[src/sv/assert_macros.svh]
// ----------------------------------------------------------------------------
// Assertion macros shared by the neuron bank RTL.
// ----------------------------------------------------------------------------
`ifndef ASSERT_MACROS_SVH
`define ASSERT_MACROS_SVH

// Check a property at every rising edge of aclk, outside reset.
`define LIFN_ASSERT(label, prop, msg) \
    label: assert property (@(posedge aclk) disable iff (!aresetn) (prop)) \
        else $error(msg);

// Check that a condition implies another in the next cycle.
`define LIFN_ASSERT_NEXT(label, cond, expr, msg) \
    label: assert property (@(posedge aclk) disable iff (!aresetn) \
        (cond) |=> (expr)) else $error(msg);

`endif

[src/sv/lifn_pkg.sv]
// ----------------------------------------------------------------------------
// lifn_pkg
// Types and constants of the leaky integrate-and-fire neuron bank.
// ----------------------------------------------------------------------------
package lifn_pkg;

    localparam int CH_W     = 6;
    localparam int CH_CODES = 64;
    localparam int CUR_W    = 24;
    localparam int POT_W    = 32;
    localparam int GAIN_W   = 17;
    localparam int REFR_W   = 16;
    localparam int CFG_IDX_W = 3;
    localparam int CFG_DATA_W = 32;

    localparam logic [GAIN_W-1:0] GAIN_MAX = 17'd65536;

    // register indexes
    localparam logic [CFG_IDX_W-1:0] CFG_LEAK_FACTOR    = 3'd0;
    localparam logic [CFG_IDX_W-1:0] CFG_INPUT_GAIN     = 3'd1;
    localparam logic [CFG_IDX_W-1:0] CFG_FIRE_THRESHOLD = 3'd2;
    localparam logic [CFG_IDX_W-1:0] CFG_SPIKE_LEVEL    = 3'd3;
    localparam logic [CFG_IDX_W-1:0] CFG_REFR_LENGTH    = 3'd4;

    // reset values
    localparam logic [GAIN_W-1:0]        RST_LEAK_FACTOR    = 17'd64050;
    localparam logic [GAIN_W-1:0]        RST_INPUT_GAIN     = 17'd1486;
    localparam logic signed [POT_W-1:0]  RST_FIRE_THRESHOLD = 32'sd1310720;
    localparam logic signed [POT_W-1:0]  RST_SPIKE_LEVEL    = 32'sd2293760;
    localparam logic [REFR_W-1:0]        RST_REFR_LENGTH    = 16'd220;

    typedef struct packed {
        logic [GAIN_W-1:0]       leak_factor;
        logic [GAIN_W-1:0]       input_gain;
        logic signed [POT_W-1:0] fire_threshold;
        logic signed [POT_W-1:0] spike_level;
        logic [REFR_W-1:0]       refractory_length;
    } cfg_t;

    // per-channel neuron state, one memory word
    typedef struct packed {
        logic signed [POT_W-1:0] membrane;
        logic [REFR_W-1:0]       refractory_left;
    } state_t;

    typedef struct packed {
        logic signed [POT_W-1:0] potential;
        logic                    spike;
    } res_t;

endpackage

[src/sv/lifn_datapath.sv]
// ----------------------------------------------------------------------------
// lifn_datapath
// One neuron update: leak, integrate, round, saturate, fire and refractory.
// ----------------------------------------------------------------------------
module lifn_datapath (
    input  lifn_pkg::state_t                    state_in,
    input  logic signed [lifn_pkg::CUR_W-1:0]   current,
    input  lifn_pkg::cfg_t                      cfg,
    output lifn_pkg::state_t                    state_out,
    output lifn_pkg::res_t                      res
);

    localparam int PM_W  = lifn_pkg::POT_W + lifn_pkg::GAIN_W + 1;
    localparam int PC_W  = lifn_pkg::CUR_W + lifn_pkg::GAIN_W + 1;
    localparam int ACC_W = PM_W + 1;
    localparam int Q_W   = ACC_W - 16;

    logic signed [PM_W-1:0]  prod_mem;
    logic signed [PC_W-1:0]  prod_cur;
    logic signed [ACC_W-1:0] acc;
    logic signed [Q_W-1:0]   q;
    logic signed [lifn_pkg::POT_W-1:0] pot_sat;
    logic                    ovf;

    always_comb begin
        prod_mem = state_in.membrane * $signed({1'b0, cfg.leak_factor});
        prod_cur = current * $signed({1'b0, cfg.input_gain});
        acc      = ACC_W'(prod_mem) + ACC_W'(prod_cur) + ACC_W'(32768);
        q        = acc[ACC_W-1:16];

        // saturate when the bits above the sign do not all match it
        ovf = (q[Q_W-1:lifn_pkg::POT_W-1] != '0) && (q[Q_W-1:lifn_pkg::POT_W-1] != '1);
        if (ovf) begin
            pot_sat = q[Q_W-1] ? {1'b1, {(lifn_pkg::POT_W-1){1'b0}}}
                               : {1'b0, {(lifn_pkg::POT_W-1){1'b1}}};
        end else begin
            pot_sat = q[lifn_pkg::POT_W-1:0];
        end

        if (state_in.refractory_left != '0) begin
            state_out.refractory_left = state_in.refractory_left - 16'd1;
            res.potential             = '0;
            res.spike                 = 1'b0;
        end else if (pot_sat > cfg.fire_threshold) begin
            state_out.refractory_left = (cfg.refractory_length != '0)
                                      ? cfg.refractory_length - 16'd1 : '0;
            res.potential             = cfg.spike_level;
            res.spike                 = 1'b1;
        end else begin
            state_out.refractory_left = '0;
            res.potential             = pot_sat;
            res.spike                 = 1'b0;
        end
        state_out.membrane = res.potential;
    end

endmodule

[config.mk]
export PLATFORM = sky130hd
export DESIGN_NAME = lifn_datapath
export DESIGN_NICKNAME = d
export VERILOG_FILES = /design/src/sv/assert_macros.svh /design/src/sv/lifn_pkg.sv /design/src/sv/lifn_datapath.sv
export SDC_FILE = /design/constraint.sdc
export NUM_CORES = 2
export LEC_CHECK = 0
export BUFFER_PORTS_ARGS = -buffer_cell sky130_fd_sc_hd__clkbuf_2
export CORE_UTILIZATION = 26
export DETAILED_ROUTE_END_ITERATION = 10
export GPL_ROUTABILITY_DRIVEN = 0
export MAX_ROUTING_LAYER = met4
export PLACE_DENSITY = 0.48
export SLEW_MARGIN = 10
export SYNTH_ARGS = -nofsm -noshare
export SYNTH_HDL_FRONTEND = slang
export SYNTH_SLANG_ARGS = --single-unit
[constraint.sdc]
create_clock -name vclk -period 57.8
set_clock_uncertainty 0.05 [all_clocks]
set_input_delay 17.34 -clock vclk [all_inputs]
set_output_delay 17.34 -clock vclk [all_outputs]
set_load 0.03 [all_outputs]
Word level (Yosys, flattened, before mapping)
Index checks and enable logic that the tools add are counted.
{"block": "totals", "register_bits": 0, "in_bits": 186, "output_inout_bits": 81}
{"block": "classes", "add_sub_neg": 4, "multipliers": 2, "magnitude_cmp": 1, "eq_ne": 1, "n_mux": 7, "reduce_logical": 4}
{"operator": "33-bit two-way mux", "n": 2}
{"operator": "32-bit two-way mux", "n": 2}
{"operator": "50-bit by 42-bit adder with 51-bit output", "n": 1}
{"operator": "51-bit by 17-bit adder with 51-bit output (second input constant)", "n": 1}
{"operator": "32-bit by 18-bit multiplier with 50-bit output", "n": 1}
{"operator": "16-bit two-way mux", "n": 3}
{"operator": "24-bit by 18-bit multiplier with 42-bit output", "n": 1}
{"operator": "32-bit greater-than comparator", "n": 1}
{"operator": "16-bit nonzero test", "n": 2}
{"operator": "16-bit by 1-bit subtractor with 16-bit output (second input constant)", "n": 2}
{"operator": "4-bit inequality test (second input constant)", "n": 1}
{"operator": "4-bit nonzero test", "n": 1}
{"operator": "1-bit logical AND", "n": 1}

Depth between registers and ports, before layout
{"block": "depth", "depth_word": 9, "mapped_depth": 47, "depth_no_buf": 40}

Worst setup path after synthesis
OpenSTA, ideal clock, no wires.
{"block": "synth_timing", "path_type": "in2out", "startpoint": "input current[23] (netlist name)", "endpoint": "output state_out[39] (netlist name)", "arrival_time_ps": 29386, "t_required_ps": 40410, "path_slack_ps": 11024, "path_stages": 38, "cell_sequence": "clkbuf_1 clkbuf_1 nand2_1 fa_1 fa_1 fa_1 fa_1 inv_1 fa_1 fa_1 fa_1 inv_1 fa_1 inv_1 ha_1 clkbuf_1 a21o_1 a21o_1 (+2 left out) o32ai_1 or2_2 buf_2 nor4_4 nor2_1 buf_2 o21ai_1 ha_1 nand3_1 nor3_1 nand2_1 o311ai_0 o22ai_1 a21boi_0 clkbuf_1 nor2_1 a2111oi_0 buf_4"}
{"element": "start: declaration", "line": "lifn_datapath.sv:7", "source": "input logic signed [lifn_pkg::CUR_W-1:0] current,"}
{"element": "end: declaration", "line": "lifn_datapath.sv:9", "source": "output lifn_pkg::state_t state_out,"}

==> impl_metrics.json <==
{
  "wl_met1_mm": 45.1,
  "antenna_found_initial": 12,
  "drv_slew": 0,
  "drt-initial-drc-count": 1397,
  "design.seq.count": 0,
  "wl_met3_mm": 3.41,
  "rsz0062_at_grt": "no",
  "crit_arrival_ns": 30.27,
  "grt_max_degree": 35,
  "slowest_stage": "a31oi_2",
  "synth-simple-area-share": 0.165,
  "critPathKind": "primary input to primary output",
  "synth_most_common_cell": "inv_1",
  "synth.avg_cell_area_um2": 9.02,
  "status": "finished, final reports clean",
  "hpwlAfterDp_mm": 99.9,
  "die_y_um": 386,
  "yosys.area.top_type_share": 0.542,
  "core_area_um2": 146000,
  "finalHoldViolations": 0,
  "wl_per_cell_um": 18.4,
  "cp-start-kind": "primary input",
  "synth_top_family_by_area": "adder cells",
  "synthCells": 4257,
  "final-seq-area_um2": 0,
  "viasPerCell": 4.45,
  "drcViolationCount": 0,
  "synth_compound_gate_area_share": 0.0516,
  "synth_common_cells": "inv_1, fa_1, and2_1",
  "postCtsSetupBuffers": 0,
  "dpl-instance-area_um2": 41300,
  "grt_pass1_vias": 31100,
  "via_count": 27800,
  "crit_top_cell": "fa_1",
  "synth-xor-area-share": 0.0166,
  "cp.required_ns": 40.41,
  "slew_headroom": 0.181,
  "synth_warnings": 0,
  "num_rows": 140,
  "syn-cell-area_um2": 38400,
  "die-area_um2": 149000,
  "maxCapViolCount": 0,
  "grt_overflow_total": 0,
  "path_max_fanout": 32,
  "nClkBuffers": 0,
  "highest-signal-layer": "met4",
  "worst_slew_pin_slew_ns": 1.22,
  "netlist_top_cells_area": "fa_1, inv_1, and2_1",
  "fin_crit_ns": 47.66,
  "drt-total-wl_mm": 115,
  "area_growth_pct": 7.63,
  "drt_pass1_iterations": 5,
  "synthAdderAreaFrac": 0.628,
  "synth-seq-area-share": 0,
  "finalCritPeriodShare": 0.825,
  "drive_above_1_share": 0.0744,
  "cts_resized": 0,
  "cts_hold_buf": 0,
  "slowest_delay_ns": 0.94,
  "die_width_um": 386,
  "finalSetupViolations": 0,
  "holdWs_ns": 35.02,
  "design_area_um2": 41300,
  "setup-tns-final_ns": 0,
  "wl_met2_mm": 64.0,
  "syn_nets": 5747,
  "yosysTopAreaCell": "fa_1",
  "synthMuxAreaShare": 0,
  "ys_types": 71,
  "fin_nets": 5818,
  "portBuffers": 267,
  "clock.fmax_mhz": 21.0,
  "grt_first_pass_wirelength_mm": 183,
  "hold_class": "primary input to primary output",
  "ant_nets": 0,
  "cp-end-kind": "primary output",
  "start_util": 0.263,
  "io_pins": 267,
  "grtUsageTotal": 0.164
}
[final timing paths]
path	from	end	cells past startpoint
worst max-delay path	cfg[97]	res[22]	40
worst min-delay path	cfg[0]	state_out[0]	3
[cells in the final DEF (no fill, tap or decap), types with 6 or more instances in the layout]
cell / instances
and3_1: 9
a31oi_1: 7
xnor2_1: 49
inv_1: 1161
nor2_1: 62
o211ai_1: 9
nand4_1: 21
a22o_1: 6
o31a_1: 26
o21a_1: 9
o21ai_1: 35
nor4_1: 11
o21ai_0: 36
o21bai_1: 8
nand2b_1: 6
nand2_1: 437
diode_2: 7
a211oi_1: 10
o22ai_1: 18
xor2_1: 22
nor3_1: 14
nor2b_1: 9
nand3_1: 19
and2_1: 596
ha_1: 264
fa_1: 1040
clkbuf_2: 267
buf_4: 16
a21o_1: 10
a21oi_2: 21
a21oi_1: 64
[layer usage]
metal | global-route usage | vias to the layer above
li1 | - | 12400
met2 | 0.310 | 503
met1 | 0.193 | 14800
met3 | 0.00807 | 98
met4 | 0.0285 | 0
met5 | - | -
[logic make-up after synthesis]
group,after synthesis
buffers and inverters,1376
adder cells (fa/ha/maj),1304
AND/OR/NAND/NOR,1209
AO/OA/AOI/OAI,296
XOR/XNOR,72
[area by class of cell]
class | count | area, um2
Fill cell | 15900 | 105000
Timing Repair Buffer | 283 | 1460
Antenna cell | 7 | 17.5
Tap cell | 1917 | 2400
Multi-Input combinational cell | 2881 | 33100
Inverter | 1162 | 4360
[critical path: cells and delay by family]
| family | cells | cell delay [ns] |
|---|---|---|
| buf+inv | 10 | 1.72 |
| xor+xnor | 1 | 0.41 |
| simple gates | 7 | 1.19 |
| fa+ha+maj | 10 | 4.65 |
| compound gates | 12 | 4.92 |
[metrics by stage]
step           setup slack (ns)   util  std cells
2_1_floorplan             11.02      -       4257
3_3_place_gp              10.46  0.283       6243
3_5_place_dp              10.38  0.283       6243
4_1_cts                   10.34  0.283       6243
5_1_grt                    9.34  0.283       6250
6_report                  10.14  0.283       6250
Power is left out: the tool's default activity adds up to more than one toggle a clock period on the data nets, which glitch-free logic cannot reach.
