--- config.mk ---
export PLATFORM = sky130hd
export DESIGN_NAME = lifn_state_mem
export DESIGN_NICKNAME = d
export VERILOG_FILES = /design/src/sv/assert_macros.svh /design/src/sv/lifn_pkg.sv /design/src/sv/lifn_state_mem.sv
export SDC_FILE = /design/constraint.sdc
export NUM_CORES = 2
export LEC_CHECK = 0
export BUFFER_PORTS_ARGS = -buffer_cell sky130_fd_sc_hd__buf_2
export CAP_MARGIN = 20
export CORE_MARGIN = 4
export CORE_UTILIZATION = 35
export CTS_CLUSTER_SIZE = 25
export DETAILED_ROUTE_END_ITERATION = 16
export HOLD_SLACK_MARGIN = 0.08
export SYNTH_ARGS = -nofsm -noshare
export SYNTH_HDL_FRONTEND = slang
export SYNTH_SLANG_ARGS = --single-unit
--- constraint.sdc ---
create_clock -name aclk -period 4 [get_ports aclk]
set_clock_uncertainty 0.1 [all_clocks]
set_input_delay 0.2 -clock aclk [delete_from_list [all_inputs] [get_ports aclk]]
set_output_delay 0.2 -clock aclk [all_outputs]
set_load 0.02 [all_outputs]
--- src/sv/assert_macros.svh ---
// ----------------------------------------------------------------------------
// Assertion macros shared by the neuron bank RTL.
// ----------------------------------------------------------------------------
`ifndef ASSERT_MACROS_SVH
`define ASSERT_MACROS_SVH

// Check a property at every rising edge of aclk, outside reset.
`define LIFN_ASSERT(label, prop, msg) \
    label: assert property (@(posedge aclk) disable iff (!aresetn) (prop)) \
        else $error(msg);

// Check that a condition implies another in the next cycle.
`define LIFN_ASSERT_NEXT(label, cond, expr, msg) \
    label: assert property (@(posedge aclk) disable iff (!aresetn) \
        (cond) |=> (expr)) else $error(msg);

`endif

--- src/sv/lifn_pkg.sv ---
// ----------------------------------------------------------------------------
// lifn_pkg
// Types and constants of the leaky integrate-and-fire neuron bank.
// ----------------------------------------------------------------------------
package lifn_pkg;

    localparam int CH_W     = 6;
    localparam int CH_CODES = 64;
    localparam int CUR_W    = 24;
    localparam int POT_W    = 32;
    localparam int GAIN_W   = 17;
    localparam int REFR_W   = 16;
    localparam int CFG_IDX_W = 3;
    localparam int CFG_DATA_W = 32;

    localparam logic [GAIN_W-1:0] GAIN_MAX = 17'd65536;

    // register indexes
    localparam logic [CFG_IDX_W-1:0] CFG_LEAK_FACTOR    = 3'd0;
    localparam logic [CFG_IDX_W-1:0] CFG_INPUT_GAIN     = 3'd1;
    localparam logic [CFG_IDX_W-1:0] CFG_FIRE_THRESHOLD = 3'd2;
    localparam logic [CFG_IDX_W-1:0] CFG_SPIKE_LEVEL    = 3'd3;
    localparam logic [CFG_IDX_W-1:0] CFG_REFR_LENGTH    = 3'd4;

    // reset values
    localparam logic [GAIN_W-1:0]        RST_LEAK_FACTOR    = 17'd64050;
    localparam logic [GAIN_W-1:0]        RST_INPUT_GAIN     = 17'd1486;
    localparam logic signed [POT_W-1:0]  RST_FIRE_THRESHOLD = 32'sd1310720;
    localparam logic signed [POT_W-1:0]  RST_SPIKE_LEVEL    = 32'sd2293760;
    localparam logic [REFR_W-1:0]        RST_REFR_LENGTH    = 16'd220;

    typedef struct packed {
        logic [GAIN_W-1:0]       leak_factor;
        logic [GAIN_W-1:0]       input_gain;
        logic signed [POT_W-1:0] fire_threshold;
        logic signed [POT_W-1:0] spike_level;
        logic [REFR_W-1:0]       refractory_length;
    } cfg_t;

    // per-channel neuron state, one memory word
    typedef struct packed {
        logic signed [POT_W-1:0] membrane;
        logic [REFR_W-1:0]       refractory_left;
    } state_t;

    typedef struct packed {
        logic signed [POT_W-1:0] potential;
        logic                    spike;
    } res_t;

endpackage

--- src/sv/lifn_state_mem.sv ---
// ----------------------------------------------------------------------------
// lifn_state_mem
// Per-channel state memory: registered read with write-to-read bypass and a
// zero-fill sweep after reset.
// ----------------------------------------------------------------------------
module lifn_state_mem #(
    parameter int DEPTH = 64,
    parameter int AW    = 6
) (
    input  logic              aclk,
    input  logic              aresetn,
    input  logic              rd_en,
    input  logic [AW-1:0]     rd_addr,
    input  logic              wr_en,
    input  logic [AW-1:0]     wr_addr,
    input  lifn_pkg::state_t  wr_data,
    output lifn_pkg::state_t  rd_data,
    output logic              clear_busy
);

    lifn_pkg::state_t mem [DEPTH];
    lifn_pkg::state_t mem_rd_reg;
    lifn_pkg::state_t byp_data_reg;
    logic             byp_reg;
    logic             clr_busy_reg;
    logic [AW-1:0]    clr_idx_reg;

    always_ff @(posedge aclk) begin
        if (clr_busy_reg) begin
            mem[clr_idx_reg] <= '0;
        end else if (wr_en) begin
            mem[wr_addr] <= wr_data;
        end
        if (rd_en) begin
            mem_rd_reg   <= mem[rd_addr];
            byp_data_reg <= wr_data;
        end
    end

    // take the word being written when it targets the address being read
    always_ff @(posedge aclk) begin
        if (!aresetn) begin
            byp_reg <= 1'b0;
        end else if (rd_en) begin
            byp_reg <= wr_en && (wr_addr == rd_addr);
        end
    end

    always_ff @(posedge aclk) begin
        if (!aresetn) begin
            clr_busy_reg <= 1'b1;
            clr_idx_reg  <= '0;
        end else if (clr_busy_reg) begin
            if (clr_idx_reg == AW'(DEPTH - 1)) begin
                clr_busy_reg <= 1'b0;
            end else begin
                clr_idx_reg <= clr_idx_reg + AW'(1);
            end
        end
    end

    assign rd_data    = byp_reg ? byp_data_reg : mem_rd_reg;
    assign clear_busy = clr_busy_reg;

endmodule

# After elaboration in Yosys (flattened, before gate mapping)
# Memories as Yosys holds them, arrays and structs flattened. A register that Yosys moved wholly into a read port is not among the register bits.
# Index checks and enable logic that the tools add are counted.
totals:
  reg_bits: 56
  mem_bits_rw: 3072
  memories: 1
memory_table:
  columns: ["memory", "words", "word_bits", "rd", "rd_clocked_by_memory_dff", "wr", "line", "source"]
  rows:
  - ["mem", 64, 48, 1, 1, 1, "lifn_state_mem.sv:21", "lifn_pkg::state_t mem [DEPTH];"]
op_classes:
  n_addsub: 1
  n_eq_ne: 2
  n_mux: 11
  bitwise: 1
  reduce_logical: 3
op_table:
  columns: ["cell", "n"]
  rows:
  - ["48-bit 2-to-1 mux", 2]
  - ["48-bit OR reduction", 1]
  - ["1-bit 2-to-1 mux", 8]
  - ["6-bit by 1-bit adder with 6-bit output, second input constant", 1]
  - ["6-bit == test", 1]
  - ["6-bit == test, second input constant", 1]
  - ["6-bit 2-to-1 mux", 1]
  - ["2-bit AND reduction", 1]
  - ["1-bit logical AND", 1]
  - ["1-bit NOT", 1]

# Longest topological paths before layout
logic_depth:
  depth_word: 5
  depth_mapped: 9
  depth_no_buf: 6

# Worst setup path before layout
# No wires, ideal clock.
synth_timing:
  path_kind: "flip-flop to flip-flop"
  startpoint: "reg clr_busy_reg (netlist: clear_busy)"
  endpoint: "mem mem[16][0] (netlist name) (enable)"
  setup_time_ns: 0.454
  arrival_time_ns: 3.558
  required_time_ns: 3.446
  setup_slack_ns: -0.112
  path_stages_with_launch: 8
  n_path_buf: 2
  period_less_slack_ns: 4.112
  cell_sequence: "dfxtp_1 nor2b_1 clkbuf_1 clkbuf_1 nand3b_1 nand2_1 nand2_1 nor2_1"
synth_via:
  elab_chain_len: 4
  elab_cells_between_ends: 7
synth_rtl:
  columns: ["element", "line", "source"]
  rows:
  - ["start: declaration", "lifn_state_mem.sv:25", "logic clr_busy_reg;"]
  - ["start signal: assignment", "lifn_state_mem.sv:51", "clr_busy_reg <= 1'b1;"]
  - ["start signal: assignment", "lifn_state_mem.sv:55", "clr_busy_reg <= 1'b0;"]
  - ["1-bit 2-to-1 mux", "lifn_state_mem.sv:29", "if (clr_busy_reg) begin"]
  - ["1-bit 2-to-1 mux (not written as such)", "lifn_state_mem.sv:32", "mem[wr_addr] <= wr_data;"]
  - ["48-bit OR reduction (no line)", null, null]
  - ["6-bit 2-to-1 mux (no line) / 1-bit 2-to-1 mux (equally long branches)", null, null]
  - ["end: declaration", "lifn_state_mem.sv:21", null]
# Several ways; a longest one is shown, not always the timed one.

# Final worst setup path
layout_timing:
  startpoint: "reg clr_busy_reg (netlist: clear_busy)"
  endpoint: "mem mem[6][14] (netlist name) (enable)"
# Same word-level chain as after synthesis.

==> flow_summary.toml <==
[floorplan]
chipWidth_um = 595
ios = 113
floorplan.initialDensity = 0.351
row_count = 215
die-area_mm2 = 0.354
fp.coreArea_mm2 = 0.343
fp.dieH_um = 595

[setup_path]
cp.depth = 5
critical_path_class = "reg2reg"
crit_slowest_cell = "sky130_fd_sc_hd__nand2_1"
critical-path-max-stage-delay_ns = 0.61
number_of_buffer_and_inverter_instances_along_the_worst_setup_path = 1
setup.worst_path.end = "mem[6][14]"
crit_path_required_time_ns = 4.39
cp_cell_sequence = "nor2b_4 -> mux2i_1 -> nand2_1 -> nor2_4 -> buf_4"
critical_path_arrival_ns = 3.80
cp_max_fo = 32
timing.rr.end = "mem[6][14]"
worst_setup_path_end_kind = "register"
crit-reg2reg-launch = "clear_busy"
timing.critical_path.from_type = "register"
worstSetupStartpoint = "clear_busy"
timing.reg2reg.worst_path_depth = 5
rrSetupSlack_ns = 0.59
critical-path-top-delay-family = "simple AND/OR/NAND/NOR gates"

[placed_design]
placed_cells_incl_taps = 9886
dp_hpwl_um = 195000
postPlaceCellArea_mm2 = 0.129
finalWeightedCongestion = 0.819
buffer_ports.inserted = 112

[final_layout]
largest_register_ffs = 3072
final_layout_size_suffix_gt1_frac = 0.304
finalInstanceArea_mm2 = 0.140
layout.cells.most_common = "sky130_fd_sc_hd__edfxtp_1"
finalCoreUtilization = 0.409
design.final.nets = 5821
most-common-layout-cells = "3,168 x sky130_fd_sc_hd__edfxtp_1, 760 x sky130_fd_sc_hd__mux4_2, 320 x sky130_fd_sc_hd__clkbuf_16, 267 x sky130_fd_sc_hd__buf_4, 107 x sky130_fd_sc_hd__buf_2"
post_layout_cell_count = 10561
flow.area_growth_from_synthesis_pct = 16.3

[grt]
globalRoute.totalOverflow = 0
tot_gr_track_use = 0.185
grt_start_max_net_pins = 66
grt_pass1_wl_um = 471000
grt_pass1_vias = 60185
grt_antenna_before_repair = 21

[timing]
timing.max_slew.rel_slack = 0.217
finalHoldViolCount = 0
max_freq_mhz = 293
holdWs_ns = 0.146
post-route-period-util = 0.853
setup_repair_after_global_routing_missed_its_margin = "false"
setup-tns-final_ns = 0
tightest_slew_ns = 1.17
slew_viol_final = 0
setup-violations-final = 0
period_needed_ns = 3.41

[detailed_routing]
detail_route.wl_per_cell_um = 31.7
drt_first_pass_iters = 5
num_vias = 59632
initialDrtViolationCount = 7726
detail_route.vias_per_cell = 5.65
finalWirelength_um = 334000
post-route-drc-count = 0
drtAntennaViolNets = 0

[logic_synthesis]
synth.cell_area_mm2 = 0.121
gate_count_after_technology_mapping = 5166
seq_area_frac_synth = 0.790
number_of_enable_type_register_cells_in_the_synthesized_netlist = 3168
yosys_register_bits = 3176
synth-async-reset-ratio = 0
ys_warn_count = 0
syn_area_cell_um2 = 23.4
synth_top_flop_cell = "sky130_fd_sc_hd__edfxtp_1"
synth.distinct_cells = 47
synth_fp_nets = 5231

[power]
power.density_cell_area_mw_per_mm2 = 486
power.ir.vdd_worst_v = 0.000359
power_leakage_uw = 0.0435

[cts]
cts-root-to-sink-buffers = 4
worst_skew_pair.late_latency_ns = 0.88
cts_tree = "yes"
cts-htree-levels = 5
cts.clk_slew.worst_paths_ns = 0.06
cts_root_buf = "sky130_fd_sc_hd__clkbuf_16"
cts.repair_timing.setup_buffer_count = 0
number_of_clock_sinks = 3176
cts_made_buffers = 316

[job]
drv.max_cap_violation_count = 0

[run_status]
outcome = "complete, no violations"

[worst_hold_path]
hold_path.class = "in2reg"
[final cells by class]
class	count	area, µm²
clock inverter	169	1550
tap	4557	5700
inverter	4	15.0
sequential	3176	95300
timing repair buffer	558	5190
antenna	3	7.51
clock buffer	394	8290
multi-input combinational	1700	24300
fill	29799	203000
[cell usage after synthesis, types with 50 or more instances]
| library cell | count | share of area |
|---|---|---|
| sky130_fd_sc_hd__a22oi_1 | 70 | 0.0044 |
| sky130_fd_sc_hd__nand2_1 | 50 | 0.0016 |
| sky130_fd_sc_hd__buf_4 | 57 | 0.0035 |
| sky130_fd_sc_hd__mux4_2 | 760 | 0.14 |
| sky130_fd_sc_hd__nor2_1 | 142 | 0.0044 |
| sky130_fd_sc_hd__buf_2 | 77 | 0.0032 |
| sky130_fd_sc_hd__mux2i_1 | 100 | 0.0083 |
| sky130_fd_sc_hd__and2_1 | 56 | 0.0029 |
| sky130_fd_sc_hd__o22ai_1 | 92 | 0.0048 |
| sky130_fd_sc_hd__a22o_1 | 65 | 0.0047 |
| sky130_fd_sc_hd__clkbuf_1 | 94 | 0.0029 |
| sky130_fd_sc_hd__a21oi_1 | 82 | 0.0034 |
| sky130_fd_sc_hd__edfxtp_1 | 3168 | 0.79 |
| sky130_fd_sc_hd__a221oi_1 | 90 | 0.0065 |
[worst min-delay path by stage]
| stage | slack (ns) | to | depth (start not counted) | startpoint |
|---|---|---|---|---|
| 6_report | 0.15 | byp_data_reg[3] | 2 | wr_data[3] |
| 3_3_place_gp | 0.29 | byp_data_reg[16] | 1 | wr_data[16] |
| 3_5_place_dp | 0.29 | byp_data_reg[30] | 1 | wr_data[30] |
| 4_1_cts | 0.12 | byp_data_reg[2] | 2 | wr_data[2] |
| 2_1_floorplan | 0.16 | clear_busy | 1 | aresetn |
| 5_1_grt | 0.13 | byp_data_reg[2] | 2 | wr_data[2] |
[what timing repair did]
action	CTS	global route
setup endpoints to repair	0	0
hold endpoints to repair	1250	0
hold buffers	102	0
gates resized for setup	0	0
[per-layer routing]
metal | vias to the layer above | share of wire | GRT usage
met5 | - | 0.00012 | 0
met4 | 6 | 0.036 | 0.0610
met3 | 555 | 0.083 | 0.0282
met2 | 3037 | 0.48 | 0.296
met1 | 32559 | 0.40 | 0.262
li1 | 23475 | - | -
[worst reg2reg max path, cell delays in order (launching register included)]
cell,delay (ns)
sky130_fd_sc_hd__dfxtp_1,0.38
sky130_fd_sc_hd__nor2b_4,0.32
sky130_fd_sc_hd__mux2i_1,0.46
sky130_fd_sc_hd__nand2_1,0.61
sky130_fd_sc_hd__nor2_4,0.45
sky130_fd_sc_hd__buf_4,0.60
[cells by family after synthesis]
logic type                 Yosys count  share of synthesized area
muxes                              908                      0.155
and+or+nand+nor                    301                     0.0117
adders and majority gates            1                   0.000104
DFF                               3176                      0.790
buffers and inverters              290                     0.0138
xor gates and xnor gates            10                   0.000726
AOI/OAI and AO/OA                  480                     0.0292
[power breakdown]
part	switching, µW	internal, µW	total, µW
registers	105	36400	36500
logic	1730	1220	2950
clock network	12500	16300	28800
[through the flow]
step,total power (µW),setup WS [ns]
after floorplan,38900,-0.112
after global placement,40100,0.486
after detailed placement,40100,0.493
after CTS,68700,0.763
after global routing,70200,0.524
final,68200,0.589
Note: power is estimated with default switching activity, not from simulation.
