==> src/sv/assert_macros.svh <==
// ----------------------------------------------------------------------------
// Assertion macros shared by the neuron bank RTL.
// ----------------------------------------------------------------------------
`ifndef ASSERT_MACROS_SVH
`define ASSERT_MACROS_SVH

// Check a property at every rising edge of aclk, outside reset.
`define LIFN_ASSERT(label, prop, msg) \
    label: assert property (@(posedge aclk) disable iff (!aresetn) (prop)) \
        else $error(msg);

// Check that a condition implies another in the next cycle.
`define LIFN_ASSERT_NEXT(label, cond, expr, msg) \
    label: assert property (@(posedge aclk) disable iff (!aresetn) \
        (cond) |=> (expr)) else $error(msg);

`endif

==> src/sv/lifn_pkg.sv <==
// ----------------------------------------------------------------------------
// lifn_pkg
// Types and constants of the leaky integrate-and-fire neuron bank.
// ----------------------------------------------------------------------------
package lifn_pkg;

    localparam int CH_W     = 6;
    localparam int CH_CODES = 64;
    localparam int CUR_W    = 24;
    localparam int POT_W    = 32;
    localparam int GAIN_W   = 17;
    localparam int REFR_W   = 16;
    localparam int CFG_IDX_W = 3;
    localparam int CFG_DATA_W = 32;

    localparam logic [GAIN_W-1:0] GAIN_MAX = 17'd65536;

    // register indexes
    localparam logic [CFG_IDX_W-1:0] CFG_LEAK_FACTOR    = 3'd0;
    localparam logic [CFG_IDX_W-1:0] CFG_INPUT_GAIN     = 3'd1;
    localparam logic [CFG_IDX_W-1:0] CFG_FIRE_THRESHOLD = 3'd2;
    localparam logic [CFG_IDX_W-1:0] CFG_SPIKE_LEVEL    = 3'd3;
    localparam logic [CFG_IDX_W-1:0] CFG_REFR_LENGTH    = 3'd4;

    // reset values
    localparam logic [GAIN_W-1:0]        RST_LEAK_FACTOR    = 17'd64050;
    localparam logic [GAIN_W-1:0]        RST_INPUT_GAIN     = 17'd1486;
    localparam logic signed [POT_W-1:0]  RST_FIRE_THRESHOLD = 32'sd1310720;
    localparam logic signed [POT_W-1:0]  RST_SPIKE_LEVEL    = 32'sd2293760;
    localparam logic [REFR_W-1:0]        RST_REFR_LENGTH    = 16'd220;

    typedef struct packed {
        logic [GAIN_W-1:0]       leak_factor;
        logic [GAIN_W-1:0]       input_gain;
        logic signed [POT_W-1:0] fire_threshold;
        logic signed [POT_W-1:0] spike_level;
        logic [REFR_W-1:0]       refractory_length;
    } cfg_t;

    // per-channel neuron state, one memory word
    typedef struct packed {
        logic signed [POT_W-1:0] membrane;
        logic [REFR_W-1:0]       refractory_left;
    } state_t;

    typedef struct packed {
        logic signed [POT_W-1:0] potential;
        logic                    spike;
    } res_t;

endpackage

==> src/sv/lifn_cfg_regs.sv <==
// ----------------------------------------------------------------------------
// lifn_cfg_regs
// Configuration register file; clamps the two gain registers to 1.0.
// ----------------------------------------------------------------------------
module lifn_cfg_regs (
    input  logic                              aclk,
    input  logic                              aresetn,
    input  logic                              cfg_wr_en,
    input  logic [lifn_pkg::CFG_IDX_W-1:0]    cfg_index,
    input  logic [lifn_pkg::CFG_DATA_W-1:0]   cfg_wdata,
    output lifn_pkg::cfg_t                    cfg
);

    lifn_pkg::cfg_t cfg_reg;
    logic [lifn_pkg::GAIN_W-1:0] gain_clamped;

    always_comb begin
        gain_clamped = cfg_wdata[lifn_pkg::GAIN_W-1:0];
        if (gain_clamped > lifn_pkg::GAIN_MAX) begin
            gain_clamped = lifn_pkg::GAIN_MAX;
        end
    end

    always_ff @(posedge aclk) begin
        if (!aresetn) begin
            cfg_reg.leak_factor       <= lifn_pkg::RST_LEAK_FACTOR;
            cfg_reg.input_gain        <= lifn_pkg::RST_INPUT_GAIN;
            cfg_reg.fire_threshold    <= lifn_pkg::RST_FIRE_THRESHOLD;
            cfg_reg.spike_level       <= lifn_pkg::RST_SPIKE_LEVEL;
            cfg_reg.refractory_length <= lifn_pkg::RST_REFR_LENGTH;
        end else if (cfg_wr_en) begin
            case (cfg_index)
                lifn_pkg::CFG_LEAK_FACTOR: begin
                    cfg_reg.leak_factor <= gain_clamped;
                end
                lifn_pkg::CFG_INPUT_GAIN: begin
                    cfg_reg.input_gain <= gain_clamped;
                end
                lifn_pkg::CFG_FIRE_THRESHOLD: begin
                    cfg_reg.fire_threshold <= $signed(cfg_wdata);
                end
                lifn_pkg::CFG_SPIKE_LEVEL: begin
                    cfg_reg.spike_level <= $signed(cfg_wdata);
                end
                lifn_pkg::CFG_REFR_LENGTH: begin
                    cfg_reg.refractory_length <= cfg_wdata[lifn_pkg::REFR_W-1:0];
                end
                default: begin
                    // drop writes to unused indexes
                end
            endcase
        end
    end

    assign cfg = cfg_reg;

endmodule

==> config.mk <==
export PLATFORM = sky130hd
export DESIGN_NAME = lifn_cfg_regs
export DESIGN_NICKNAME = d
export VERILOG_FILES = /design/src/sv/assert_macros.svh /design/src/sv/lifn_pkg.sv /design/src/sv/lifn_cfg_regs.sv
export SDC_FILE = /design/constraint.sdc
export NUM_CORES = 1
export LEC_CHECK = 0
export BUFFER_PORTS_ARGS = -buffer_cell sky130_fd_sc_hd__buf_2
export CORE_AREA = 2 2 97 99
export CTS_BUF_LIST = sky130_fd_sc_hd__clkbuf_16
export DETAILED_ROUTE_END_ITERATION = 12
export DIE_AREA = 0 0 99 101
export PLACE_DENSITY = 0.78
export SLEW_MARGIN = 10
export SYNTH_ARGS = -nofsm -noshare
export SYNTH_HDL_FRONTEND = slang
export SYNTH_SLANG_ARGS = --single-unit
==> constraint.sdc <==
create_clock -name aclk -period 2 [get_ports aclk]
set_clock_uncertainty 0.2 [all_clocks]
set_input_delay 0.2 -clock aclk [delete_from_list [all_inputs] [get_ports aclk]]
set_output_delay 0.2 -clock aclk [all_outputs]
set_load 0.02 [all_outputs]
**Yosys cells after proc, flatten, opt, wreduce, memory -nomap -nowiden**

Cells that the tools add are included.

- Equality and inequality tests: 4
- Multiplexer cells: 1
- Reductions and logical operators: 6
- Magnitude comparators: 1

Operators by type and width:

| kind | count |
|---|---|
| $gt 17x17->1 const B | 1 |
| $mux 17 | 1 |
| $reduce_and 2->1 | 5 |
| $eq 3x2->1 const B | 2 |
| $eq 3x1->1 const B | 1 |
| $eq 3x3->1 const B | 1 |
| $logic_not 3->1 | 1 |

- Output and inout bits: 114
- Flip-flop bits (word level): 114
- Word-level logic and storage cells: 17
- Input port bits: 38

**Logic depth before layout (Yosys ltp)**

Gate-level depths: netlist of the first run.

- Depth in word-level cells: 2
- Gate-level depth with buffers: 6
- Mapped depth without buffers: 3

**Worst setup path before layout of the first run**

OpenSTA, ideal clock, no wires.

- Kind: input-to-reg
- Start point: input cfg_index[0] (netlist bit)
- End point: register cfg_reg (netlist bit cfg[100])
- Library setup time: 0.117 ns
- Data arrival time: 1.310 ns
- Data required time: 1.683 ns
- Path buffers: 2
- Setup slack: 0.372 ns
- Stages on the path: 5
- Cells stage by stage: buf_4 or4b_4 and2_4 buf_6 a32o_1

- Word-level cells in the longest chain between the ends: 2

RTL lines:

| item | RTL line | RTL |
|---|---|---|
| start, declared | lifn_cfg_regs.sv:9 | `input logic [lifn_pkg::CFG_IDX_W-1:0] cfg_index,` |
| $logic_not 3->1 | lifn_cfg_regs.sv:32 | `case (cfg_index)` |
| $reduce_and 2->1 (no source line) | n/a |  |
| end, declared | lifn_cfg_regs.sv:14 | `lifn_pkg::cfg_t cfg_reg;` |

No other way between the ends.
A chain may end at the register's enable or synchronous reset.

**Worst setup path in the final report of the first run**

- Start point: input cfg_wdata[6] (netlist bit)
- End point: register cfg_reg (netlist bit cfg[85])

- Word-level cells in the longest chain between the ends: 2

RTL lines:

| item | RTL line | RTL |
|---|---|---|
| start, declared | lifn_cfg_regs.sv:10 | `input logic [lifn_pkg::CFG_DATA_W-1:0] cfg_wdata,` |
| $gt 17x17->1 | lifn_cfg_regs.sv:19 | `if (gain_clamped > lifn_pkg::GAIN_MAX) begin` |
| $mux 17 | lifn_cfg_regs.sv:19 |  |

No other way between the ends.

==> qor.csv, run 1 <==
metric,value,unit
dominant_cells_by_area_after_synthesis,"sky130_fd_sc_hd__dfxtp_1, sky130_fd_sc_hd__nand2_1, sky130_fd_sc_hd__a21boi_0",
worstPathMaxFanout,16,
finalNonFillerCells,789,
hold_path_class,primary input to register,
wp_data_arrival,2.03,ns
port-buffer-count,151,
grt_setup_unrepaired,false,
post_cts_hold_buffer_count,28,
largest_reg_flops,114,
worst_skew_pair.late_latency,0.40,ns
max_slew.worst_pin.slew,0.742,ns
die_width,99,µm
finalSetupViolCount,0,
top_level_ports,152,
final.period_utilization,94.8,%
clock_sinks,114,
total_leakage_power,0.00269,µW
max-vdd-ir-drop,0.000574,V
yosysWarningCount,0,
reg2reg_depth,2,
vias,4237,
overall_global_routing_resource_usage,25.9,%
yosysSeqAreaShare,52.9,%
drt-pass1-iter-count,5,
die_area,10000,µm²
grt-ovfl-total,0,
startpoint,cfg_wdata[6],
cts_tree,done,
synth_enable_flop_cells,0,
layout.core_utilization,68.1,%
grt_pass1_wl,20.2,mm
final_hold_viol_count,0,
run_status,finished clean,
post_cts.repair.setup_buffers,0,
tns,0,ns
final_antenna_net_count,0,
synthDominantAreaCellType,sky130_fd_sc_hd__dfxtp_1,
timing.critical_path.to_type,register,
synthFlopType,sky130_fd_sc_hd__dfxtp_1,
detailedPlacementHpwl,8.65,mm
cts.htree.levels,4,
postSynthNetCount,529,
rr_startpoint,cfg[80],
cell_with_the_most_instances_after_synthesis,sky130_fd_sc_hd__nand2_1,
placement_rows,35,
clk_root_buffer_cell,sky130_fd_sc_hd__clkbuf_16,
crit_required,2.13,ns
clock_tree.buffer_depth,2,
initial_antenna_violation_count,0,
post_synth_inst_count,491,
drive_gt1_share,29.9,%
power-per-cell-area,1010,nW/µm²
path_clk_slew,0.05,ns
synthesis.area,4310,µm²
num_antenna_cells,0,
vias_in_the_first_global_route,4018,
drtIter0Drc,207,
period_needed,1.90,ns
chip_height,101,µm
vias_per_cell,5.37,
synth.ff_latch_count,114,
synth.cells.most_frequent,"sky130_fd_sc_hd__nand2_1, sky130_fd_sc_hd__dfxtp_1, sky130_fd_sc_hd__a21boi_0",
postSynthAreaPerCell,8.78,µm²
drv_slew,0,
core_ar,8980,µm²
initial_core_utilization,48.0,%
areaGrowthSynthToFinish,41.8,%
design.final.nets,704,
ys_types,30,
remaining_design_rule_violation_count,0,
filler_cell_count,721,
critical_path_class,primary input to register,
dpl.cell_count,730,
drv.max_cap_violation_count,0,
async_reset_ff_share,0,%
fmax,527,MHz
synth_largest_type_area_fraction,52.9,%
place_congestion,0.920,
grt_max_degree,55,
start_kind,primary input,
timing.critical_path.to,cfg[85],
timing.rr.end,cfg[80],
cts_resizes,0,
timing.max_slew.rel_slack,50.2,%
routed_wirelength,13.1,mm
post_drt_wl_per_cell,16.6,µm
reg2reg_slack,1.04,ns
total_power,6150,µW
tritoncts.num_buffers,17,
layout make-up:
type | count | area, µm² | area share, %
Clock buffer | 17 | 425 | 6.96
Clock inverter | 14 | 220 | 3.60
Inverter | 1 | 3.75 | 0.0614
Multi-Input combinational cell | 335 | 1860 | 30.4
Sequential cell | 114 | 2280 | 37.3
Tap cell | 111 | 139 | 2.27
Timing Repair Buffer | 197 | 1180 | 19.4
how the worst min path moves through the flow:
stage / startpoint / to / slack (ns) / depth (start not counted)
after CTS: cfg_wdata[13] / cfg[93] / 0.03 / 3
after global placement: cfg_wdata[17] / cfg[33] / 0.23 / 3
after detailed placement: cfg_wdata[17] / cfg[33] / 0.24 / 3
after global routing: cfg_wdata[13] / cfg[93] / 0.06 / 3
final: cfg_wdata[13] / cfg[93] / 0.05 / 3
after floorplan: cfg_wdata[17] / cfg[33] / 0.12 / 2
critical path, stage by stage:
cell and delay (ns):
sky130_fd_sc_hd__dlygate4sd3_1 0.53, sky130_fd_sc_hd__buf_2 0.18, sky130_fd_sc_hd__nor4_1 0.46, sky130_fd_sc_hd__a41o_1 0.24, sky130_fd_sc_hd__buf_4 0.21, sky130_fd_sc_hd__a32o_1 0.20
cell usage in the layout, fill, tap and decap left out, drive strengths merged, types with 2 or more instances in the layout:
| cell type | netlist | final |
|---|---|---|
| nand4bb | 3 | 3 |
| nor3 | 2 | 2 |
| nand4b | 2 | 2 |
| inv | 1 | 3 |
| nor2 | 2 | 2 |
| dfxtp | 114 | 114 |
| buf | 14 | 169 |
| clkinv | 0 | 6 |
| a21boi | 72 | 72 |
| nor4 | 4 | 4 |
| bufinv | 0 | 6 |
| and2 | 2 | 2 |
| dlygate4sd3 | 0 | 28 |
| nor4bb | 3 | 3 |
| clkbuf | 27 | 17 |
| a32o | 15 | 15 |
| nand2 | 195 | 195 |
| nand3 | 9 | 9 |
| a32oi | 16 | 16 |
layer usage:
layer | wire [µm] | global-route usage, % | vias to the layer above
li1 | - | - | 2021
met1 | 5410 | 32.3 | 1987
met2 | 6260 | 42.6 | 204
met3 | 1170 | 7.70 | 25
met4 | 295 | 9.69 | 0
met5 | 0 | 0 | -
power breakdown:
group	internal, µW	leakage (µW)	switching [µW]
Combinational	190	0.00144	289
Sequential	2330	0.000925	31.7
Clock	2300	0.000326	1010
Total	4830	0.00269	1330
stage by stage:
stage               instance area, µm²  hold slack [ns]  worst slack (ns)
floorplan                         4310            0.124             0.372
global placement                  5190            0.233             0.282
detailed placement                5190            0.237             0.243
CTS                               6110           0.0279             0.156
global route                      6110           0.0570            0.0663
finish                            6110           0.0495             0.104
kinds of logic after synthesis:
kind of cell	Yosys count	synth area share, %
compound gates	106	19.9
flops	114	52.9
simple gates	229	22.8
buf+inv	42	4.41
No activity file was read; power rests on OpenSTA's default activity.
==> run 2: changes to the inputs <==
--- a/config.mk
+++ b/config.mk
@@ -6,11 +6,12 @@
 export NUM_CORES = 1
 export LEC_CHECK = 0
 export BUFFER_PORTS_ARGS = -buffer_cell sky130_fd_sc_hd__buf_2
-export CORE_AREA = 2 2 97 99
+export CORE_AREA = 2 2 94 96
 export CTS_BUF_LIST = sky130_fd_sc_hd__clkbuf_16
+export CTS_CLUSTER_DIAMETER = 200
 export DETAILED_ROUTE_END_ITERATION = 12
-export DIE_AREA = 0 0 99 101
-export PLACE_DENSITY = 0.78
+export DIE_AREA = 0 0 96 98
+export PLACE_DENSITY = 0.82
 export SLEW_MARGIN = 10
 export SYNTH_ARGS = -nofsm -noshare
 export SYNTH_HDL_FRONTEND = slang
==> constraint.sdc (replaced) <==
create_clock -name aclk -period 2.2 [get_ports aclk]
set_clock_uncertainty 0.2 [all_clocks]
set_input_delay 0.22 -clock aclk [delete_from_list [all_inputs] [get_ports aclk]]
set_output_delay 0.22 -clock aclk [all_outputs]
set_load 0.02 [all_outputs]
==> qor.csv, run 2 (same netlist as run 1, synthesis figures left out) <==
metric,value,unit
die_area,9410,µm²
fmax,479,MHz
final_hold_viol_count,0,
wp_data_arrival,2.23,ns
post_cts_hold_buffer_count,29,
worstPathMaxFanout,16,
max-vdd-ir-drop,0.000560,V
post_cts.repair.setup_buffers,0,
clock_tree.buffer_depth,2,
final_common_cell,sky130_fd_sc_hd__nand2_1,
finalSetupViolCount,0,
initial_antenna_violation_count,0,
total_leakage_power,0.00267,µW
initial_core_utilization,50.9,%
grt-ovfl-total,0,
chip_height,98,µm
vias,4259,
cts_tree,done,
run_status,finished clean,
timing.max_slew.rel_slack,48.7,%
worst_skew_pair.late_latency,0.40,ns
finalNonFillerCells,786,
grt_pass1_wl,20.4,mm
placement_rows,34,
power-per-cell-area,884,nW/µm²
drt-pass1-iter-count,4,
cts_resizes,0,
layout.core_utilization,71.6,%
remaining_design_rule_violation_count,0,
vias_per_cell,5.42,
tritoncts.num_buffers,17,
core_ar,8470,µm²
hold_path_class,primary input to register,
clk_root_buffer_cell,sky130_fd_sc_hd__clkbuf_16,
dpl.cell_count,726,
drv.max_cap_violation_count,0,
cts.htree.levels,4,
grt_setup_unrepaired,false,
crit_required,2.34,ns
drv_slew,0,
detailedPlacementHpwl,8.71,mm
start_kind,primary input,
design.final.nets,704,
tns,0,ns
post_drt_wl_per_cell,16.5,µm
grt_max_degree,41,
max_slew.worst_pin.slew,0.764,ns
areaGrowthSynthToFinish,40.6,%
period_needed,2.09,ns
final_antenna_net_count,0,
num_antenna_cells,0,
path_clk_slew,0.05,ns
place_congestion,0.837,
clock_sinks,114,
timing.critical_path.to_type,register,
critical_path_class,primary input to register,
overall_global_routing_resource_usage,28.2,%
vias_in_the_first_global_route,4255,
top_level_ports,152,
port-buffer-count,151,
drive_gt1_share,29.5,%
die_width,96,µm
final.period_utilization,94.8,%
largest_reg_flops,114,
mostFrequentLayoutCells,"sky130_fd_sc_hd__nand2_1, sky130_fd_sc_hd__buf_2, sky130_fd_sc_hd__dfxtp_1",
routed_wirelength,13.0,mm
drtIter0Drc,188,
[run 2: routing by layer]
metal | up-vias | part of all wire (%) | global-route usage, %
met5 | - | 0 | 0
met3 | 34 | 8.1 | 9.49
met2 | 191 | 48 | 46.4
met1 | 2015 | 41 | 33.1
met4 | 0 | 3.2 | 12.5
li1 | 2019 | - | -
[run 2: area by class of cell]
| cell class | instances | area, µm² |
|---|---|---|
| Fill cell | 662 | 2410 |
| Inverter | 1 | 3.75 |
| Multi-Input combinational cell | 335 | 1870 |
| Tap cell | 108 | 135 |
| Sequential cell | 114 | 2280 |
| Timing Repair Buffer | 197 | 1170 |
| Clock inverter | 14 | 171 |
| Clock buffer | 17 | 425 |
[run 2: final timing paths]
kind | startpoint | end | slack (ns) | cells past startpoint
hold reg to reg | cfg[14] | cfg[14] | 0.25 | 2
setup / recovery | cfg_wdata[11] | cfg[105] | 0.11 | 5
hold / removal | cfg_wdata[13] | cfg[29] | 0.08 | 4
setup reg to reg | cfg[80] | cfg[80] | 1.23 | 2
[run 2: power breakdown]
part | internal [µW] | total [µW] | switching [µW] | leakage, µW
logic | 172 | 432 | 260 | 0.00145
registers | 2120 | 2150 | 28.2 | 0.000925
clock network | 1860 | 2780 | 913 | 0.000298
[run 2: worst max-delay path, stage by stage]
cell                            delay, ns
sky130_fd_sc_hd__dlygate4sd3_1       0.53
sky130_fd_sc_hd__buf_2               0.17
sky130_fd_sc_hd__nor4_1              0.45
sky130_fd_sc_hd__a41o_1              0.60
sky130_fd_sc_hd__a32o_1              0.26
[run 2: per-stage QoR]
step / hold WS (ns) / setup slack (ns) / power [µW] / cell area, µm²
2_1_floorplan: 0.144 / 0.552 / 2410 / 4310
3_3_place_gp: 0.240 / 0.381 / 2570 / 5170
3_5_place_dp: 0.246 / 0.326 / 2580 / 5170
4_1_cts: 0.0601 / 0.177 / 5370 / 6060
5_1_grt: 0.0722 / 0.0169 / 5520 / 6060
6_report: 0.0781 / 0.114 / 5360 / 6060
==> run 3: changes to the inputs <==
--- a/config.mk
+++ b/config.mk
@@ -11,6 +11,7 @@
 export CTS_CLUSTER_DIAMETER = 200
 export DETAILED_ROUTE_END_ITERATION = 12
 export DIE_AREA = 0 0 96 98
+export GPL_TIMING_DRIVEN = 0
 export PLACE_DENSITY = 0.82
 export SLEW_MARGIN = 10
 export SYNTH_ARGS = -nofsm -noshare
==> constraint.sdc (replaced) <==
create_clock -name aclk -period 2.2 [get_ports aclk]
set_clock_uncertainty 0.2 [all_clocks]
set_input_delay 0.33 -clock aclk [delete_from_list [all_inputs] [get_ports aclk]]
set_output_delay 0.33 -clock aclk [all_outputs]
set_load 0.02 [all_outputs]
==> qor.csv, run 3 (same netlist as run 1, synthesis figures left out) <==
metric,value,unit
use_met1,34.4,%
drv.max_cap_violation_count,0,
drt-pass1-iter-count,6,
worstPathMaxFanout,10,
post_cts.repair.setup_buffers,0,
remaining_design_rule_violation_count,0,
hold_ws,0.0438,ns
critical_path.most_common_cell,sky130_fd_sc_hd__buf_2,
power-per-cell-area,902,nW/µm²
period_needed,1.73,ns
core_ar,8470,µm²
place_congestion,0.826,
start_kind,primary input,
critical_path_class,primary input to register,
wp_data_arrival,1.78,ns
total_leakage_power,0.00262,µW
vias,4360,
vias_in_the_first_global_route,4112,
clock_sinks,114,
final_common_cell,sky130_fd_sc_hd__nand2_1,
cts.htree.levels,4,
fmax,579,MHz
final_cell_area,5950,µm²
final_antenna_net_count,0,
timing.max_slew.rel_slack,32.3,%
drtIter0Drc,196,
placement_rows,34,
filler_cell_count,658,
routed_wirelength,13.3,mm
grt.busiest_layer,met2,
grt_pass1_wl,20.5,mm
overall_global_routing_resource_usage,28.8,%
gr-usage-met3,7.79,%
max_slew.worst_pin.slew,1.01,ns
run_status,finished clean,
grt-ovfl-total,0,
initial_core_utilization,50.9,%
num_antenna_cells,0,
die_area,9410,µm²
grt_setup_unrepaired,false,
grt_max_degree,17,
worst_skew_pair.late_latency,0.41,ns
post_cts_hold_buffer_count,15,
final_hold_viol_count,0,
design.final.nets,714,
initial_antenna_violation_count,0,
clk_root_buffer_cell,sky130_fd_sc_hd__clkbuf_16,
cts_tree,done,
layout.core_utilization,70.3,%
drv_slew,0,
preCtsSetupSlack,0.122,ns
areaGrowthSynthToFinish,38.1,%
max-vdd-ir-drop,0.000572,V
cts_resizes,0,
timing.critical_path.to_type,register,
crit_required,2.25,ns
hold_path_class,primary input to register,
dp_area,5200,µm²
detailedPlacementHpwl,9.23,mm
chip_height,98,µm
critical_path.slowest_cell,sky130_fd_sc_hd__nor3_1,
tritoncts.num_buffers,17,
tns,0,ns
top_level_ports,152,
die_width,96,µm
largest_reg_flops,114,
vias_per_cell,5.47,
path_clk_slew,0.05,ns
crit_path_cell_trace,buf_2 -> buf_2 -> nand4b_1 -> nor3_1 -> a32oi_1,
clock_tree.buffer_depth,2,
mostFrequentLayoutCells,"sky130_fd_sc_hd__nand2_1, sky130_fd_sc_hd__buf_2, sky130_fd_sc_hd__dfxtp_1",
critPathMaxStageDelay,0.80,ns
grt_use_met2,48.5,%
drive_gt1_share,28.3,%
layout_setup_ws,0.472,ns
final.period_utilization,78.5,%
post_drt_wl_per_cell,16.7,µm
port-buffer-count,151,
finalSetupViolCount,0,
## run 3: cell count changes in the layout (fill, tap and decap cells not counted)
cell and change:
sky130_fd_sc_hd__buf_4 -16, sky130_fd_sc_hd__clkinv_2 -1, sky130_fd_sc_hd__clkbuf_1 +27, sky130_fd_sc_hd__inv_1 +3, sky130_fd_sc_hd__nor4bb_4 -2, sky130_fd_sc_hd__clkinvlp_4 +2
sky130_fd_sc_hd__dlygate4sd3_1 -14, sky130_fd_sc_hd__buf_6 +2, sky130_fd_sc_hd__buf_2 +11, sky130_fd_sc_hd__clkinv_1 -2, sky130_fd_sc_hd__clkinv_4 -1, sky130_fd_sc_hd__nor4bb_1 +2
## run 3: worst max-delay path: cells and delay by family
kind	cells	cell delay, ns
buffers and inverters	2	0.35
AOI/OAI and AO/OA	1	0.14
and+or+nand+nor	2	0.96
## run 3: per-layer routing
metal	vias up	share of wire, %	wire length, µm
met5	-	0	0
met4	0	2.7	359
met3	34	8.2	1090
met2	198	49	6530
met1	2076	40	5330
li1	2052	-	-
## run 3: final cells by class
class / count / area, µm² / area share, %
inverter: 1 / 3.75 / 0.0631
clock inverter: 15 / 176 / 2.96
clock buffer: 17 / 425 / 7.15
buffer: 41 / 186 / 3.13
timing repair buffer: 166 / 906 / 15.2
sequential: 114 / 2280 / 38.3
multi-input combinational: 335 / 1840 / 30.9
tap: 108 / 135 / 2.27
## run 3: metrics by stage
stage | instances | power (µW)
final | 797 | 5370
after global routing | 797 | 5520
after CTS | 797 | 5380
after detailed placement | 750 | 2580
after global placement | 750 | 2570
after floorplan | 491 | 2410
## run 3: final timing paths
kind                                   start        to  slack, ns  cells past startpoint
worst min-delay path            cfg_wdata[3]   cfg[19]       0.04                      3
worst max register to register       cfg[80]   cfg[80]       1.23                      2
worst max-delay path                 aresetn  cfg[109]       0.47                      5
worst min register to register       cfg[78]   cfg[78]       0.25                      2
## run 3: report_power, final
part	switching, µW	leakage (µW)	internal, µW
combinational	266	0.00139	157
sequential	28.0	0.000925	2120
clock	934	0.000303	1860
